$ cat config.mk
export PLATFORM = sky130hd
export DESIGN_NAME = checkweigh_limit_classifier
export DESIGN_NICKNAME = d
export VERILOG_FILES = /design/src/rtl/cwlc_pkg.sv /design/src/rtl/cwlc_front.sv /design/src/rtl/cwlc_queue.sv /design/src/rtl/cwlc_back.sv /design/src/rtl/checkweigh_limit_classifier.sv
export SDC_FILE = /design/constraint.sdc
export NUM_CORES = 1
export LEC_CHECK = 0
export BUFFER_PORTS_ARGS = -buffer_cell sky130_fd_sc_hd__buf_2
export CAP_MARGIN = 20
export CORE_ASPECT_RATIO = 2
export CORE_UTILIZATION = 62
export DETAILED_ROUTE_END_ITERATION = 10
export HOLD_SLACK_MARGIN = 0.05
export PLACE_DENSITY = 0.82
export SETUP_SLACK_MARGIN = 0.02
export SLEW_MARGIN = 20
export SYNTH_ARGS = -nofsm -noshare
export SYNTH_HDL_FRONTEND = slang
export SYNTH_SLANG_ARGS = --single-unit
$ cat constraint.sdc
create_clock -name clock -period 9.95 [get_ports clock]
set_input_delay 1.4925 -clock clock [delete_from_list [all_inputs] [get_ports clock]]
set_output_delay 1.4925 -clock clock [all_outputs]
set_load 0.03 [all_outputs]
$ cat src/rtl/cwlc_pkg.sv
// Shared types and constants of the checkweigh limit classifier.
`timescale 1ns / 1ps

package cwlc_pkg;

   // Default mass width and depth of the queue between front and back
   localparam int MASS_WIDTH_DEF  = 32;
   localparam int QUEUE_DEPTH_DEF = 4;

   // Configuration register indexes
   localparam int CSR_INDEX_W = 3;
   localparam logic [CSR_INDEX_W-1:0] CSR_LOWER_LIMIT  = 3'd0;
   localparam logic [CSR_INDEX_W-1:0] CSR_UPPER_LIMIT  = 3'd1;
   localparam logic [CSR_INDEX_W-1:0] CSR_HYSTERESIS   = 3'd2;
   localparam logic [CSR_INDEX_W-1:0] CSR_USE_GROSS    = 3'd3;
   localparam logic [CSR_INDEX_W-1:0] CSR_LIMIT_ENABLE = 3'd4;

   // Result state codes
   localparam int STATE_W = 3;
   typedef enum logic [STATE_W-1:0] {
      ST_DISABLED = 3'd0,
      ST_LOW      = 3'd1,
      ST_OK       = 3'd2,
      ST_HIGH     = 3'd3,
      ST_OVERLOAD = 3'd4,
      ST_FAULT    = 3'd5
   } state_type;

   // Flag part of one result word; the mass travels beside it
   typedef struct packed {
      state_type state_code;
      logic      changed;
      logic      qualified;
      logic      ok_entry;
   } rsp_flags_type;

   localparam int FLAGS_W = $bits(rsp_flags_type);

endpackage

$ cat src/rtl/cwlc_front.sv
// Front end: configuration registers, limit classification and class state.
`timescale 1ns / 1ps

module cwlc_front #(
   parameter int MASS_WIDTH = cwlc_pkg::MASS_WIDTH_DEF
) (
   input  logic                               clock,
   input  logic                               reset,
   input  logic                               csr_write,
   input  logic [cwlc_pkg::CSR_INDEX_W-1:0]   csr_index,
   input  logic [MASS_WIDTH-1:0]              csr_data,
   input  logic                               item_accept,
   input  logic signed [MASS_WIDTH-1:0]       gross_mass,
   input  logic signed [MASS_WIDTH-1:0]       net_mass,
   input  logic                               stable_flag,
   input  logic                               overload_flag,
   input  logic                               sample_invalid,
   input  logic                               calibrating,
   output cwlc_pkg::rsp_flags_type            word_flags,
   output logic signed [MASS_WIDTH-1:0]       word_mass
);
   import cwlc_pkg::*;

   // Configuration registers
   logic signed [MASS_WIDTH-1:0] lower_ff, lower_in;
   logic signed [MASS_WIDTH-1:0] upper_ff, upper_in;
   logic [MASS_WIDTH-2:0]        hyst_ff, hyst_in;
   logic                         use_gross_ff, use_gross_in;
   logic                         enable_ff, enable_in;

   // Class state
   state_type stable_class_ff, stable_class_in;
   logic      class_valid_ff, class_valid_in;
   state_type out_state_ff, out_state_in;

   // One bit wider operands so sums and differences cannot overflow
   logic signed [MASS_WIDTH:0] lower_x, upper_x, hyst_x, mass_x;
   logic signed [MASS_WIDTH:0] lower_plus_h, upper_minus_h, span;

   logic      cfg_ok, off, fault, cls_valid;
   state_type cls_result, state_pick;
   logic      qualified, ok_entry;

   // Decode configuration writes
   always_comb begin
      lower_in     = lower_ff;
      upper_in     = upper_ff;
      hyst_in      = hyst_ff;
      use_gross_in = use_gross_ff;
      enable_in    = enable_ff;
      if (csr_write) begin
         unique case (csr_index)
            CSR_LOWER_LIMIT:  lower_in     = csr_data;
            CSR_UPPER_LIMIT:  upper_in     = csr_data;
            CSR_HYSTERESIS:   hyst_in      = csr_data[MASS_WIDTH-2:0];
            CSR_USE_GROSS:    use_gross_in = csr_data[0];
            CSR_LIMIT_ENABLE: enable_in    = csr_data[0];
            default: ;
         endcase
      end
   end

   // Select the mass and form the widened thresholds
   always_comb begin
      word_mass     = use_gross_ff ? gross_mass : net_mass;
      lower_x       = {lower_ff[MASS_WIDTH-1], lower_ff};
      upper_x       = {upper_ff[MASS_WIDTH-1], upper_ff};
      hyst_x        = {2'b00, hyst_ff};
      mass_x        = {word_mass[MASS_WIDTH-1], word_mass};
      lower_plus_h  = lower_x + hyst_x;
      upper_minus_h = upper_x - hyst_x;
      span          = upper_x - lower_x;
      cfg_ok        = (lower_x <= upper_x) && (hyst_x <= span);
   end

   // Classify with hysteresis from the last stable class
   always_comb begin
      off       = calibrating | ~enable_ff;
      cls_valid = class_valid_ff & ~off;
      if (cls_valid && stable_class_ff == ST_LOW) begin
         priority if (mass_x > upper_x)       cls_result = ST_HIGH;
         else if (mass_x >= lower_plus_h)     cls_result = ST_OK;
         else                                 cls_result = ST_LOW;
      end else if (cls_valid && stable_class_ff == ST_HIGH) begin
         priority if (mass_x < lower_x)       cls_result = ST_LOW;
         else if (mass_x <= upper_minus_h)    cls_result = ST_OK;
         else                                 cls_result = ST_HIGH;
      end else begin
         priority if (mass_x < lower_x)       cls_result = ST_LOW;
         else if (mass_x > upper_x)           cls_result = ST_HIGH;
         else                                 cls_result = ST_OK;
      end
   end

   // Pick the state in priority order and advance the class state
   always_comb begin
      fault           = sample_invalid | ~cfg_ok;
      qualified       = 1'b0;
      ok_entry        = 1'b0;
      stable_class_in = off ? ST_DISABLED : stable_class_ff;
      class_valid_in  = cls_valid;
      priority if (fault) begin
         state_pick = ST_FAULT;
      end else if (overload_flag) begin
         state_pick = ST_OVERLOAD;
      end else if (off) begin
         state_pick = ST_DISABLED;
      end else if (!stable_flag) begin
         state_pick = cls_valid ? stable_class_ff : ST_DISABLED;
      end else begin
         state_pick      = cls_result;
         qualified       = 1'b1;
         ok_entry        = (cls_result == ST_OK) && !(cls_valid && stable_class_ff == ST_OK);
         stable_class_in = cls_result;
         class_valid_in  = 1'b1;
      end
      out_state_in = state_pick;
   end

   // Build the result word
   always_comb begin
      word_flags.state_code = state_pick;
      word_flags.changed    = (state_pick != out_state_ff);
      word_flags.qualified  = qualified;
      word_flags.ok_entry   = ok_entry;
   end

   always_ff @(posedge clock) begin
      if (reset) begin
         lower_ff        <= '0;
         upper_ff        <= '0;
         hyst_ff         <= '0;
         use_gross_ff    <= 1'b0;
         enable_ff       <= 1'b0;
         stable_class_ff <= ST_DISABLED;
         class_valid_ff  <= 1'b0;
         out_state_ff    <= ST_DISABLED;
      end else begin
         lower_ff     <= lower_in;
         upper_ff     <= upper_in;
         hyst_ff      <= hyst_in;
         use_gross_ff <= use_gross_in;
         enable_ff    <= enable_in;
         if (item_accept) begin
            stable_class_ff <= stable_class_in;
            class_valid_ff  <= class_valid_in;
            out_state_ff    <= out_state_in;
         end
      end
   end

endmodule

$ cat src/rtl/cwlc_queue.sv
// Short result queue between the front end and the output stage.
`timescale 1ns / 1ps

module cwlc_queue #(
   parameter int WIDTH = cwlc_pkg::FLAGS_W + cwlc_pkg::MASS_WIDTH_DEF,
   parameter int DEPTH = cwlc_pkg::QUEUE_DEPTH_DEF
) (
   input  logic             clock,
   input  logic             reset,
   input  logic             push,
   input  logic [WIDTH-1:0] push_word,
   output logic             full,
   input  logic             pop,
   output logic             empty,
   output logic [WIDTH-1:0] head_word
);
   import cwlc_pkg::*;

   localparam int ADDR_W  = (DEPTH > 1) ? $clog2(DEPTH) : 1;
   localparam int COUNT_W = $clog2(DEPTH + 1);

   logic [WIDTH-1:0]   entry_ff [DEPTH];
   logic [ADDR_W-1:0]  wr_ptr_ff, wr_ptr_in;
   logic [ADDR_W-1:0]  rd_ptr_ff, rd_ptr_in;
   logic [COUNT_W-1:0] count_ff, count_in;
   logic               do_push, do_pop;

   assign full      = (count_ff == COUNT_W'(DEPTH));
   assign empty     = (count_ff == '0);
   assign head_word = entry_ff[rd_ptr_ff];

   // Advance pointers and count; wrap at the last entry
   always_comb begin
      do_push   = push & ~full;
      do_pop    = pop & ~empty;
      wr_ptr_in = wr_ptr_ff;
      rd_ptr_in = rd_ptr_ff;
      if (do_push) begin
         wr_ptr_in = (wr_ptr_ff == ADDR_W'(DEPTH - 1)) ? '0 : wr_ptr_ff + 1'b1;
      end
      if (do_pop) begin
         rd_ptr_in = (rd_ptr_ff == ADDR_W'(DEPTH - 1)) ? '0 : rd_ptr_ff + 1'b1;
      end
      unique case ({do_push, do_pop})
         2'b10:   count_in = count_ff + 1'b1;
         2'b01:   count_in = count_ff - 1'b1;
         default: count_in = count_ff;
      endcase
   end

   always_ff @(posedge clock) begin
      if (reset) begin
         wr_ptr_ff <= '0;
         rd_ptr_ff <= '0;
         count_ff  <= '0;
      end else begin
         wr_ptr_ff <= wr_ptr_in;
         rd_ptr_ff <= rd_ptr_in;
         count_ff  <= count_in;
      end
   end

   // Store the pushed word
   always_ff @(posedge clock) begin
      if (do_push) begin
         entry_ff[wr_ptr_ff] <= push_word;
      end
   end

endmodule

$ cat src/rtl/cwlc_back.sv
// Back end: output register that presents the oldest result word.
`timescale 1ns / 1ps

module cwlc_back #(
   parameter int WIDTH = cwlc_pkg::FLAGS_W + cwlc_pkg::MASS_WIDTH_DEF
) (
   input  logic             clock,
   input  logic             reset,
   input  logic             q_empty,
   input  logic [WIDTH-1:0] q_word,
   output logic             q_pop,
   input  logic             rsp_pop,
   output logic             rsp_empty,
   output logic [WIDTH-1:0] rsp_word
);
   import cwlc_pkg::*;

   logic             valid_ff, valid_in;
   logic [WIDTH-1:0] word_ff, word_in;

   // Refill the output register when it is free or being taken
   always_comb begin
      q_pop    = ~q_empty & (~valid_ff | rsp_pop);
      valid_in = q_pop | (valid_ff & ~rsp_pop);
      word_in  = q_pop ? q_word : word_ff;
   end

   assign rsp_empty = ~valid_ff;
   assign rsp_word  = word_ff;

   always_ff @(posedge clock) begin
      if (reset) begin
         valid_ff <= 1'b0;
      end else begin
         valid_ff <= valid_in;
      end
   end

   // Hold the word while the receiver stalls
   always_ff @(posedge clock) begin
      word_ff <= word_in;
   end

endmodule

$ cat src/rtl/checkweigh_limit_classifier.sv
// Top level of the checkweigh limit classifier.
`timescale 1ns / 1ps
//
// Usage:
//   Input words enter through req_push / req_full: a sample is taken at each
//   rising edge with req_push high and req_full low, one per cycle at most.
//   Results leave through rsp_empty / rsp_pop: the oldest result sits on the
//   rsp_ ports while rsp_empty is low and is taken on an edge with rsp_pop high.
//   Registers are written over csr_valid / csr_ready (always ready) with
//   csr_index selecting lower limit, upper limit, hysteresis, gross select
//   and limit enable; write them only while no result is outstanding.
//   Path: an accepted word goes through the queue into the output register.
//   Throughput: one word per cycle while req_full is low; classification and class
//   update are done in the cycle of acceptance, so there is no loop across samples.
//   Buffering: the front-to-back queue holds QUEUE_DEPTH words and the output
//   register one more; when the receiver stalls, req_full rises once all are
//   occupied and falls the cycle after a word is taken.
//   Reset (synchronous): clears registers to zero, class state to disabled,
//   and empties the queue and output register.

module checkweigh_limit_classifier #(
   parameter int MASS_WIDTH  = cwlc_pkg::MASS_WIDTH_DEF,
   parameter int QUEUE_DEPTH = cwlc_pkg::QUEUE_DEPTH_DEF
) (
   input  logic                               clock,
   input  logic                               reset,
   // Configuration port
   input  logic                               csr_valid,
   output logic                               csr_ready,
   input  logic [cwlc_pkg::CSR_INDEX_W-1:0]   csr_index,
   input  logic [MASS_WIDTH-1:0]              csr_data,
   // Input channel
   input  logic                               req_push,
   output logic                               req_full,
   input  logic signed [MASS_WIDTH-1:0]       req_gross_mass,
   input  logic signed [MASS_WIDTH-1:0]       req_net_mass,
   input  logic                               req_stable_flag,
   input  logic                               req_overload_flag,
   input  logic                               req_sample_invalid,
   input  logic                               req_calibrating,
   // Result channel
   output logic                               rsp_empty,
   input  logic                               rsp_pop,
   output logic [cwlc_pkg::STATE_W-1:0]       rsp_state_code,
   output logic                               rsp_changed,
   output logic                               rsp_qualified,
   output logic                               rsp_ok_entry,
   output logic signed [MASS_WIDTH-1:0]       rsp_evaluated_mass
);
   import cwlc_pkg::*;

   localparam int WORD_W = FLAGS_W + MASS_WIDTH;

   logic                         item_accept;
   logic                         q_full, q_empty, q_pop;
   rsp_flags_type                front_flags, out_flags;
   logic signed [MASS_WIDTH-1:0] front_mass;
   logic [WORD_W-1:0]            q_push_word, q_head_word, out_word;

   assign csr_ready   = 1'b1;
   assign req_full    = q_full;
   assign item_accept = req_push & ~q_full;

   // Classify accepted samples
   cwlc_front #(
      .MASS_WIDTH (MASS_WIDTH)
   ) u_front (
      .clock          (clock),
      .reset          (reset),
      .csr_write      (csr_valid),
      .csr_index      (csr_index),
      .csr_data       (csr_data),
      .item_accept    (item_accept),
      .gross_mass     (req_gross_mass),
      .net_mass       (req_net_mass),
      .stable_flag    (req_stable_flag),
      .overload_flag  (req_overload_flag),
      .sample_invalid (req_sample_invalid),
      .calibrating    (req_calibrating),
      .word_flags     (front_flags),
      .word_mass      (front_mass)
   );

   assign q_push_word = {front_flags, front_mass};

   // Buffer result words between front and back
   cwlc_queue #(
      .WIDTH (WORD_W),
      .DEPTH (QUEUE_DEPTH)
   ) u_queue (
      .clock     (clock),
      .reset     (reset),
      .push      (item_accept),
      .push_word (q_push_word),
      .full      (q_full),
      .pop       (q_pop),
      .empty     (q_empty),
      .head_word (q_head_word)
   );

   // Present results to the receiver
   cwlc_back #(
      .WIDTH (WORD_W)
   ) u_back (
      .clock     (clock),
      .reset     (reset),
      .q_empty   (q_empty),
      .q_word    (q_head_word),
      .q_pop     (q_pop),
      .rsp_pop   (rsp_pop),
      .rsp_empty (rsp_empty),
      .rsp_word  (out_word)
   );

   // Unpack the output word
   assign out_flags          = out_word[WORD_W-1 -: FLAGS_W];
   assign rsp_evaluated_mass = out_word[MASS_WIDTH-1:0];
   assign rsp_state_code     = out_flags.state_code;
   assign rsp_changed        = out_flags.changed;
   assign rsp_qualified      = out_flags.qualified;
   assign rsp_ok_entry       = out_flags.ok_entry;

endmodule

==> results of run 1 <==
==> cell usage in the layout, fill, tap and decap left out, drive strengths merged, types with 5 or more instances in the layout <==
cell / n
nor4: 8
xnor2: 49
mux2i: 6
a311oi: 5
a21o: 63
or3: 9
nand4: 27
o2111ai: 6
and4: 8
a21oi: 220
clkinv: 9
a211o: 5
o31ai: 6
inv: 146
and2: 8
dfxtp: 112
nor2b: 20
nor2: 70
a21boi: 9
a31oi: 7
o21ai: 68
mux2: 33
and3: 11
nand2: 258
or2: 6
edfxtp: 190
a211oi: 11
clkbuf: 30
o21bai: 17
ha: 260
nand3: 34
o21a: 16
xor2: 41
nand2b: 10
a221oi: 6
mux4: 38
buf: 154
nor3: 17
==> worst paths after layout <==
path                                   to  slack (ns)  depth (start not counted)
setup reg to reg  u_queue.entry_ff[1][34]        2.92                         24
setup / recovery  u_queue.entry_ff[1][34]        2.92                         24
hold / removal       u_front.lower_ff[14]        0.48                          2
hold reg to reg      u_front.lower_ff[14]        0.48                          2
==> logic make-up (layout without fill, tap and decap cells) <==
family | after synthesis | in the layout | share of synthesized area (%)
simple gates | 501 | 501 | 12.0
compound gates | 477 | 477 | 15.4
flops | 302 | 302 | 41.0
fa+ha+maj | 264 | 264 | 17.2
buf+inv | 194 | 345 | 3.77
xor+xnor | 90 | 90 | 4.06
mux | 77 | 77 | 6.65
other cells | 1 | 1 | 0.0193
==> worst min-delay path, delay by kind of cell (launching register included) <==
family	cells	cell delay, ns
AND/OR/NAND/NOR	1	0.06
AO/OA/AOI/OAI	1	0.05
flip-flops	1	0.33
==> power by group <==
part / internal [W] / leakage (nW) / total (W) / switching (W)
sequential: 0.00155 / 2.65 / 0.00163 / 0.0000743
combinational: 0.000467 / 5.51 / 0.00122 / 0.000757
clock: 0.000589 / 0.426 / 0.00105 / 0.000465
==> sequential cells by signal, summed over array words and instances (netlist names), 2 cells and up <==
name and cells:
u_front.hyst_ff 31, u_front.lower_ff 32, u_front.out_state_ff 3, u_front.upper_ff 32
u_queue.entry_ff 152, u_queue.wr_ptr_ff 2, u_queue.count_ff 3, u_back.rsp_word 38
u_front.stable_class_ff 3, u_queue.rd_ptr_ff 2
==> final cells by class <==
cell class | count | area (sq um)
Timing Repair Buffer | 154 | 803
Sequential cell | 302 | 7950
Clock inverter | 17 | 170
Multi-Input combinational cell | 1410 | 10700
Tap cell | 418 | 523
Inverter | 144 | 541
Fill cell | 2334 | 9410
Clock buffer | 30 | 707
==> per-layer routing <==
layer | GRT usage [%] | wire, um | vias up
li1 | - | - | 7246
met1 | 35.2 | 18900 | 7344
met2 | 62.7 | 28400 | 592
met3 | 4.13 | 2760 | 224
met4 | 24.8 | 4270 | 0
met5 | 0 | 0 | -
==> metrics by stage <==
step	std cells	total power (W)	setup WS, ns	util (%)	hold WS [ns]
6_report	2475	0.00390	2.92	69.5	0.478
5_1_grt	2475	0.00407	2.29	69.5	0.504
4_1_cts	2474	0.00390	3.10	69.4	0.481
3_5_place_dp	2427	0.00286	3.15	66.6	0.471
3_3_place_gp	2427	0.00282	3.45	66.6	0.461
2_1_floorplan	1906	0.00252	4.62	-	0.445
==> impl_metrics.tcl, run 1 <==
set metrics [dict create \
    outcome "completed" \
    min_period_over_period_pct 70.6 \
    ys_seq_area_share_pct 41.0 \
    gp_congestion 1.02 \
    slowest_stage "a221oi_1" \
    area.growth.synth_to_final_pct 10.5 \
    clock_latency_ns 0.56 \
    synth.area.top_cells "edfxtp_1 29%, ha_1 17%, dfxtp_1 12%" \
    cts_setup_buffers 0 \
    h-tree-depth 1 \
    grt_pass1_vias 15400 \
    synth-edff-count 190 \
    vias 15400 \
    grt_setup_unrepaired "no" \
    ys.flop_type "edfxtp_1" \
    root_buffer "clkbuf_16" \
    critPathLaunchType "flip-flop" \
    ys_types 78 \
    tns_ns 0 \
    critPathBufInv 1 \
    p_leak_nw 8.59 \
    core_area_sq_mm 0.0309 \
    cts-resized-gates 0 \
    synth_top_area_share_pct 29.4 \
    grt_pass1_wl_um 82400 \
    grt_antenna_before_repair 0 \
    fin_nets 2411 \
    vias_per_cell 6.22 \
    drt-initial-drc-count 937 \
    cp_max_fo 5 \
    num_antenna_cells 0 \
    syn_nets 2278 \
    cpPeakStageDelay_ns 0.78 \
    cts_tree "yes" \
    worstPathCellList "inv_1 -> ha_1 -> nor2b_1 -> o21ai_0 -> a21boi_0 -> o21ai_0 -> a21boi_0 -> a221oi_1 -> o311ai_1 -> a221oi_1 -> a21oi_1 -> nor4b_1 -> a311oi_1 -> ha_1 -> nand4_1 -> nor3_1 -> nand4_1 -> mux2i_1 -> nand2_1 -> a31oi_1 -> a21oi_1 -> o21ai_0 -> a21boi_0 -> o211ai_1" \
    fin_worst_skew_ns 0.0130 \
    tightest_slew_ns 1.22 \
    grt_max_degree 70 \
    path_delay_family "compound AO/OA/AOI/OAI gates" \
    end_kind "flip-flop" \
    yosysMostFrequentCell "ha_1" \
    path_clk_slew_ns 0.07 \
    slew_violations 0 \
    cp_data_required_time_ns 10.30 \
    critical_path_class "reg -> reg" \
    drive_above_1_share_pct 14.3 \
    cts_sinks 302 \
    yosys.area.top_type "edfxtp_1" \
    ys_warn_count 0 \
    dieArea_sq_mm 0.0321 \
    critical_path.startpoint "u_front.hyst_ff[2]" \
    async_flop_share_pct 0 \
    reg2reg_from "u_front.hyst_ff[2]" \
    wl_per_cell_um 21.9 \
    io_buffers 147 \
    relSlewSlack_pct 18.0 \
    maxCapViolations 0 \
    hold_start "u_front.lower_ff[14]" \
    drtPass1Iterations 5 \
    hp-class "reg -> reg" \
    cts_buffers 27 \
    power_density_mw_per_mm2 182 \
    die_x_um 127 \
    fp-row-count 91 \
    vdd_ir_drop_max_mv 0.155 \
    postCtsHoldBufs 0 \
    syn_area_sq_mm 0.0194 \
    ant_nets 0 \
    syn_area_per_cell_sq_um 10.2 \
    setup_viol 0 \
    hold_viol_final 0 \
    max_freq_mhz 142 \
    ys_ff_latch 302 \
    place_area_sq_mm 0.0205 \
    start_util_pct 62.9 \
    die_h_um 252 \
    period_needed_ns 7.03 \
    ios 149 \
    clockBufferDepth 3 \
    fin_area_sq_mm 0.0214 \
    netlist_instances 1906 \
    synth_commonest_cells "260 x ha_1, 258 x nand2_1, 219 x a21oi_1" \
    gr-total-overflow 0 \
    post-route-drc-count 0 \
    wl_um 54300 \
    place_hpwl_um 41400 \
    track_usage_pct 34.1 \
    arrival_ns 7.38 \
]
Note: power is estimated with default switching activity, not from simulation.
==> inputs of run 2 (changes only) <==
- CORE_UTILIZATION: 62 -> 56
- PLACE_DENSITY: 0.82 -> 0.78
- clock period: 9.95 -> 5.85 ns (I/O delays scaled with it)
==> run 2 against run 1 <==
- flip-flop and latch count did not move
- die area rose by 11%
- first-iteration DRC count rose by 5.2%
- register-to-register slack got worse by 2.7 ns
- clock power rose by 83%
- critical path depth fell by 2
- combinational power rose by 80%
- sequential power rose by 71%
- worst hold slack barely moved
- largest power group unchanged
==> impl_metrics.tcl, run 2 (same netlist as run 1, synthesis figures left out) <==
set metrics [dict create \
    grt_antenna_before_repair 0 \
    grt_pass1_vias 15900 \
    post-route-drc-count 0 \
    critical_path_class "reg -> reg" \
    fin_area_sq_mm 0.0223 \
    cp_data_required_time_ns 6.11 \
    cpPeakStageDelay_ns 0.44 \
    cts_tree "yes" \
    place_area_sq_mm 0.0210 \
    fp-row-count 96 \
    maxCapViolations 0 \
    gp_congestion 1.00 \
    relSlewSlack_pct 26.9 \
    start_util_pct 56.7 \
    drtPass1Iterations 5 \
    switching_power_w 0.00229 \
    wl_um 56200 \
    clockBufferDepth 3 \
    p_leak_nw 9.00 \
    place_ws_ns -0.0485 \
    cts_buffers 27 \
    drive_above_1_share_pct 18.9 \
    timing.final.ws_setup_ns 0.191 \
    fin_worst_skew_ns 0.0225 \
    period_needed_ns 5.66 \
    critPathLaunchType "flip-flop" \
    arrival_ns 5.92 \
    outcome "completed" \
    ios 149 \
    path_clk_slew_ns 0.06 \
    setup_viol 0 \
    place_hpwl_um 42600 \
    io_buffers 147 \
    slowest_stage "or3_4" \
    switching_share_pct 33.2 \
    fillers 2758 \
    wl_per_cell_um 21.8 \
    h-tree-depth 1 \
    ant_nets 0 \
    top_register "u_queue.entry_ff" \
    hold_slack_ns 0.478 \
    die_x_um 134 \
    hp-class "reg -> reg" \
    largest_register_ffs 152 \
    cp_max_fo 6 \
    num_antenna_cells 0 \
    gr-total-overflow 0 \
    end_kind "flip-flop" \
    area.growth.synth_to_final_pct 14.7 \
    combPwrFrac_pct 31.9 \
    pwr-share-seq_pct 40.3 \
    tightest_slew_ns 1.09 \
    fin_util_pct 65.0 \
    layout_common_cells "258 x ha_1, 257 x nand2_1, 208 x a21oi_1, 190 x edfxtp_1, 146 x buf_2" \
    max_freq_mhz 177 \
    clock_latency_ns 0.57 \
    fin_nets 2483 \
    vdd_ir_drop_max_mv 0.309 \
    grt_max_degree 69 \
    grt_pass1_wl_um 84800 \
    dieArea_sq_mm 0.0354 \
    min_period_over_period_pct 96.7 \
    worstPathCellList "inv_1 -> ha_1 -> a21o_1 -> a2111oi_4 -> or3b_1 -> a21oi_2 -> o21bai_2 -> o21ai_1 -> a21o_1 -> a21oi_1 -> xor2_1 -> ha_1 -> nand4_1 -> or3_4 -> nor4_2 -> mux2i_1 -> o221ai_2 -> nor2_1 -> mux2_4 -> nor4b_4 -> xor2_1 -> o211ai_1" \
    layout_commonest_cell "ha_1" \
    postCtsHoldBufs 0 \
    hold_viol_final 0 \
    power_density_mw_per_mm2 310 \
    vias 15800 \
    drt-initial-drc-count 986 \
    die_h_um 265 \
    slew_violations 0 \
    vias_per_cell 6.12 \
    p_int_w 0.00460 \
    cts_sinks 302 \
    track_usage_pct 31.5 \
    core_area_sq_mm 0.0342 \
    root_buffer "clkbuf_16" \
    clkPwrFrac_pct 27.8 \
]
## run 2: worst paths after layout
kind / from / slack [ns] / depth (start not counted) / end
min reg2reg: u_front.lower_ff[13] / 0.48 / 2 / u_front.lower_ff[13]
max reg2reg: u_front.lower_ff[12] / 0.19 / 22 / u_queue.entry_ff[2][34]
min: u_front.lower_ff[13] / 0.48 / 2 / u_front.lower_ff[13]
max: u_front.lower_ff[12] / 0.19 / 22 / u_queue.entry_ff[2][34]
## run 2: final cells by class
| class | count | area, sq um | share of cell area [%] |
|---|---|---|---|
| clock buffer | 32 | 704 | 3.16 |
| multi-input combinational | 1410 | 10900 | 49.1 |
| timing repair buffer | 226 | 1330 | 5.98 |
| inverter | 144 | 541 | 2.43 |
| tap | 441 | 552 | 2.48 |
| clock inverter | 18 | 241 | 1.08 |
| sequential | 302 | 7950 | 35.7 |
## run 2: stage by stage
stage / setup TNS (ns) / instances / total power, W
after CTS: 0 / 2564 / 0.00688
after global routing: -0.250 / 2573 / 0.00719
after detailed placement: -0.194 / 2502 / 0.00496
final: 0 / 2573 / 0.00690
after floorplan: 0 / 1906 / 0.00429
after global placement: 0 / 2502 / 0.00489
## run 2: routing by layer
layer	global-route usage, %	part of all wire [%]	wire, um	vias up
met5	0	0	0	-
met4	23.0	8.0	4510	0
met3	3.49	4.4	2490	220
met2	59.7	53	29900	605
met1	31.2	34	19300	7524
li1	-	-	-	7401
## run 2: power groups by stage
stage / combinational (W) / sequential (W) / clock (W)
after detailed placement: 0.00214 / 0.00282 / 0
after CTS: 0.00216 / 0.00278 / 0.00194
after global routing: 0.00238 / 0.00280 / 0.00201
after global placement: 0.00208 / 0.00280 / 0
after floorplan: 0.00122 / 0.00306 / 0
final: 0.00220 / 0.00278 / 0.00192
## run 2: timing repair
item / in CTS / in global routing
setup endpoints to repair: 8 / 31
setup buffers: 12 / 8
resized for setup: 15 / 35
hold endpoints to repair: 0 / 0
pin swaps: 15 / 13
## run 2: critical path, delay by kind of cell, from the launching register on
kind                       cells  cell delay [ns]
AOI/OAI and AO/OA              9             1.81
xor gates and xnor gates       2             0.29
adders and majority gates      2             0.64
buffers and inverters          1             0.09
DFF                            1             0.37
muxes                          2             0.46
and+or+nand+nor                6             1.71
==> inputs of run 3 (changes only) <==
- CELL_PAD_IN_SITES_DETAIL_PLACEMENT: unset -> 1
- CELL_PAD_IN_SITES_GLOBAL_PLACEMENT: unset -> 1
- CORE_UTILIZATION: 56 -> 44
- PLACE_DENSITY: 0.78 -> unset
- PLACE_DENSITY_LB_ADDON: unset -> 0.1
- SYNTH_HIERARCHICAL: unset -> 1
==> run 3 against run 2 <==
- the flow now finishes with violations (design-rule violations)
- global-route usage decreased by 0.86 points
- worst hold slack got worse by 0.0021 ns
- non-clock buffer count increased by 33
- sequential power increased by 1%
- count of clock-buffer cells in the layout increased by 3
- die area increased by 29%
- flip-flop and latch count increased by 2
==> impl_metrics.tcl, run 3 <==
set metrics [dict create \
    place_hpwl_um 55200 \
    switching_power_w 0.00247 \
    clock_latency_ns 0.58 \
    maxCapViolations 0 \
    layout_common_cells "259 x nand2_1, 249 x ha_1, 203 x a21oi_1, 190 x edfxtp_1, 146 x buf_2" \
    gp_congestion 0.985 \
    synth.area.top_cells "edfxtp_1 29%, ha_1 16%, dfxtp_1 12%" \
    end_kind "flip-flop" \
    critPathLaunchType "flip-flop" \
    place_ws_ns -0.122 \
    grt_pass1_wl_um 105000 \
    tns_ns 0 \
    cts_sinks 304 \
    io_buffers 147 \
    period_needed_ns 5.68 \
    fin_nets 2555 \
    die_x_um 152 \
    power_density_mw_per_mm2 316 \
    die_h_um 302 \
    grt_pass1_vias 17800 \
    tightest_slew_ns 1.13 \
    arrival_ns 5.96 \
    cts_tree "yes" \
    gr-total-overflow 0 \
    outcome "finished with violations" \
    pwr-share-seq_pct 38.6 \
    cts_buffers 27 \
    slew_violations 0 \
    syn_area_sq_mm 0.0198 \
    reg2reg_from "u_front/hyst_ff[1]" \
    syn_area_per_cell_sq_um 10.1 \
    synth_commonest_cells "261 x nand2_1, 260 x ha_1, 210 x a21oi_1" \
    min_period_over_period_pct 97.2 \
    ys_types 90 \
    largest_register_ffs 152 \
    dieArea_sq_mm 0.0458 \
    yosys.area.top_type "edfxtp_1" \
    wl_um 70200 \
    crit_end "u_queue/entry_ff[2][34]" \
    drtPass1Iterations 8 \
    cp_data_required_time_ns 6.12 \
    power_w 0.00731 \
    grt_max_degree 68 \
    fp-row-count 109 \
    p_int_w 0.00484 \
    vias 16300 \
    drt-initial-drc-count 651 \
    synth-edff-count 190 \
    vdd_ir_drop_max_mv 0.239 \
    setup_viol 0 \
    final_cells 2759 \
    async_flop_share_pct 0 \
    ys.flop_type "edfxtp_1" \
    wl_per_cell_um 25.5 \
    hold_viol_final 0 \
    relSlewSlack_pct 24.5 \
    track_usage_pct 30.7 \
    clkPwrFrac_pct 27.9 \
    post-route-drc-count 42 \
    p_leak_nw 9.28 \
    layout_commonest_cell "nand2_1" \
    core_area_sq_mm 0.0443 \
    ys_seq_area_share_pct 40.4 \
    netlist_instances 1951 \
    ios 149 \
    r2r_cells 25 \
    violations "design-rule violations" \
    critical_path_class "reg -> reg" \
    cp_max_fo 4 \
    grt_antenna_before_repair 1 \
    combPwrFrac_pct 33.5 \
    start_util_pct 44.6 \
    synth_top_area_share_pct 28.9 \
    switching_share_pct 33.7 \
    rrSetupSlack_ns 0.17 \
    area.growth.synth_to_final_pct 16.8 \
    ant_nets 0 \
    clockBufferDepth 3 \
    ys_ff_latch 304 \
    yosysMostFrequentCell "nand2_1" \
    path_clk_slew_ns 0.08 \
    hp-class "reg -> reg" \
    rr_endpoint "u_queue/entry_ff[2][34]" \
    postCtsHoldBufs 0 \
    critical_path.startpoint "u_front/hyst_ff[1]" \
    top_register "u_queue/entry_ff" \
    drive_above_1_share_pct 21.5 \
    timing.final.ws_setup_ns 0.166 \
    dp_cells 2699 \
    h-tree-depth 1 \
    max_freq_mhz 176 \
    fin_worst_skew_ns 0.0240 \
    root_buffer "clkbuf_16" \
    ys_warn_count 6 \
    vias_per_cell 5.91 \
    syn_nets 2323 \
    num_antenna_cells 0 \
]
==> run 3: kinds of logic after synthesis <==
family | count (synthesis) | synth area share (%)
adder cells (fa/ha/maj) | 264 | 16.9
XOR/XNOR | 85 | 3.76
AND/OR/NAND/NOR | 540 | 13.0
flip-flops | 304 | 40.4
AO/OA/AOI/OAI | 485 | 15.5
buffers and inverters | 195 | 3.96
multiplexers | 77 | 6.52
other | 1 | 0.0190
==> run 3: final cells by class <==
type | instances | area [sq um]
fill | 4897 | 21200
sequential | 304 | 8000
tap | 555 | 694
timing repair buffer | 259 | 1580
inverter | 139 | 522
clock buffer | 35 | 766
clock inverter | 15 | 248
multi-input combinational | 1452 | 11300
==> run 3: per-stage QoR <==
step	hold WS (ns)	util, %	instance area (sq um)
3_5_place_dp	0.471	49.0	21700
2_1_floorplan	0.436	-	19800
6_report	0.476	52.1	23100
3_3_place_gp	0.449	49.0	21700
5_1_grt	0.492	52.1	23100
4_1_cts	0.482	51.4	22800
==> run 3: worst min path at each step <==
stage                               from              endpoint  depth (start not counted)
floorplan           u_front/lower_ff[31]  u_front/lower_ff[31]                          2
global placement    u_front/lower_ff[31]  u_front/lower_ff[31]                          2
detailed placement  u_front/lower_ff[15]  u_front/lower_ff[15]                          2
CTS                 u_front/lower_ff[31]  u_front/lower_ff[31]                          2
global route         u_front/lower_ff[2]   u_front/lower_ff[2]                          2
finish               u_front/lower_ff[2]   u_front/lower_ff[2]                          2
==> run 3: per-layer routing <==
metal | GRT usage (%) | vias up | wire length (um)
met1 | 28.8 | 8092 | 23900
met3 | 3.11 | 197 | 2130
met5 | 0 | - | 13
met4 | 23.4 | 2 | 5680
li1 | - | 7625 | -
met2 | 60.7 | 386 | 38500
==> run 3: power by group through the flow <==
stage / Clock, W / Sequential (W) / Combinational [W]
after detailed placement: 0 / 0.00287 / 0.00239
final: 0.00204 / 0.00282 / 0.00245
after global placement: 0 / 0.00284 / 0.00232
after global routing: 0.00214 / 0.00285 / 0.00264
after floorplan: 0 / 0.00313 / 0.00129
after CTS: 0.00208 / 0.00283 / 0.00241
==> run 3: repair_timing <==
item,CTS,global route
endpoints found under the setup margin,8,31
pin swaps,5,24
buffers inserted,1,9
resized for setup,5,66
==> run 3: critical path: stages (launching register included) <==
cell	delay, ns
dfxtp_1	0.35
inv_1	0.06
ha_1	0.26
nor2b_1	0.16
o31a_1	0.28
o31ai_1	0.23
buf_4	0.17
nand4_1	0.12
buf_4	0.18
a21oi_4	0.24
a31oi_2	0.24
a311oi_1	0.36
buf_4	0.19
o311ai_1	0.12
a21oi_1	0.24
xnor2_1	0.17
ha_1	0.28
nor2b_1	0.14
nor4_1	0.25
buf_4	0.18
a21oi_1	0.06
o22a_1	0.19
o32a_2	0.24
a311oi_2	0.33
xor2_1	0.19
nand3_1	0.16
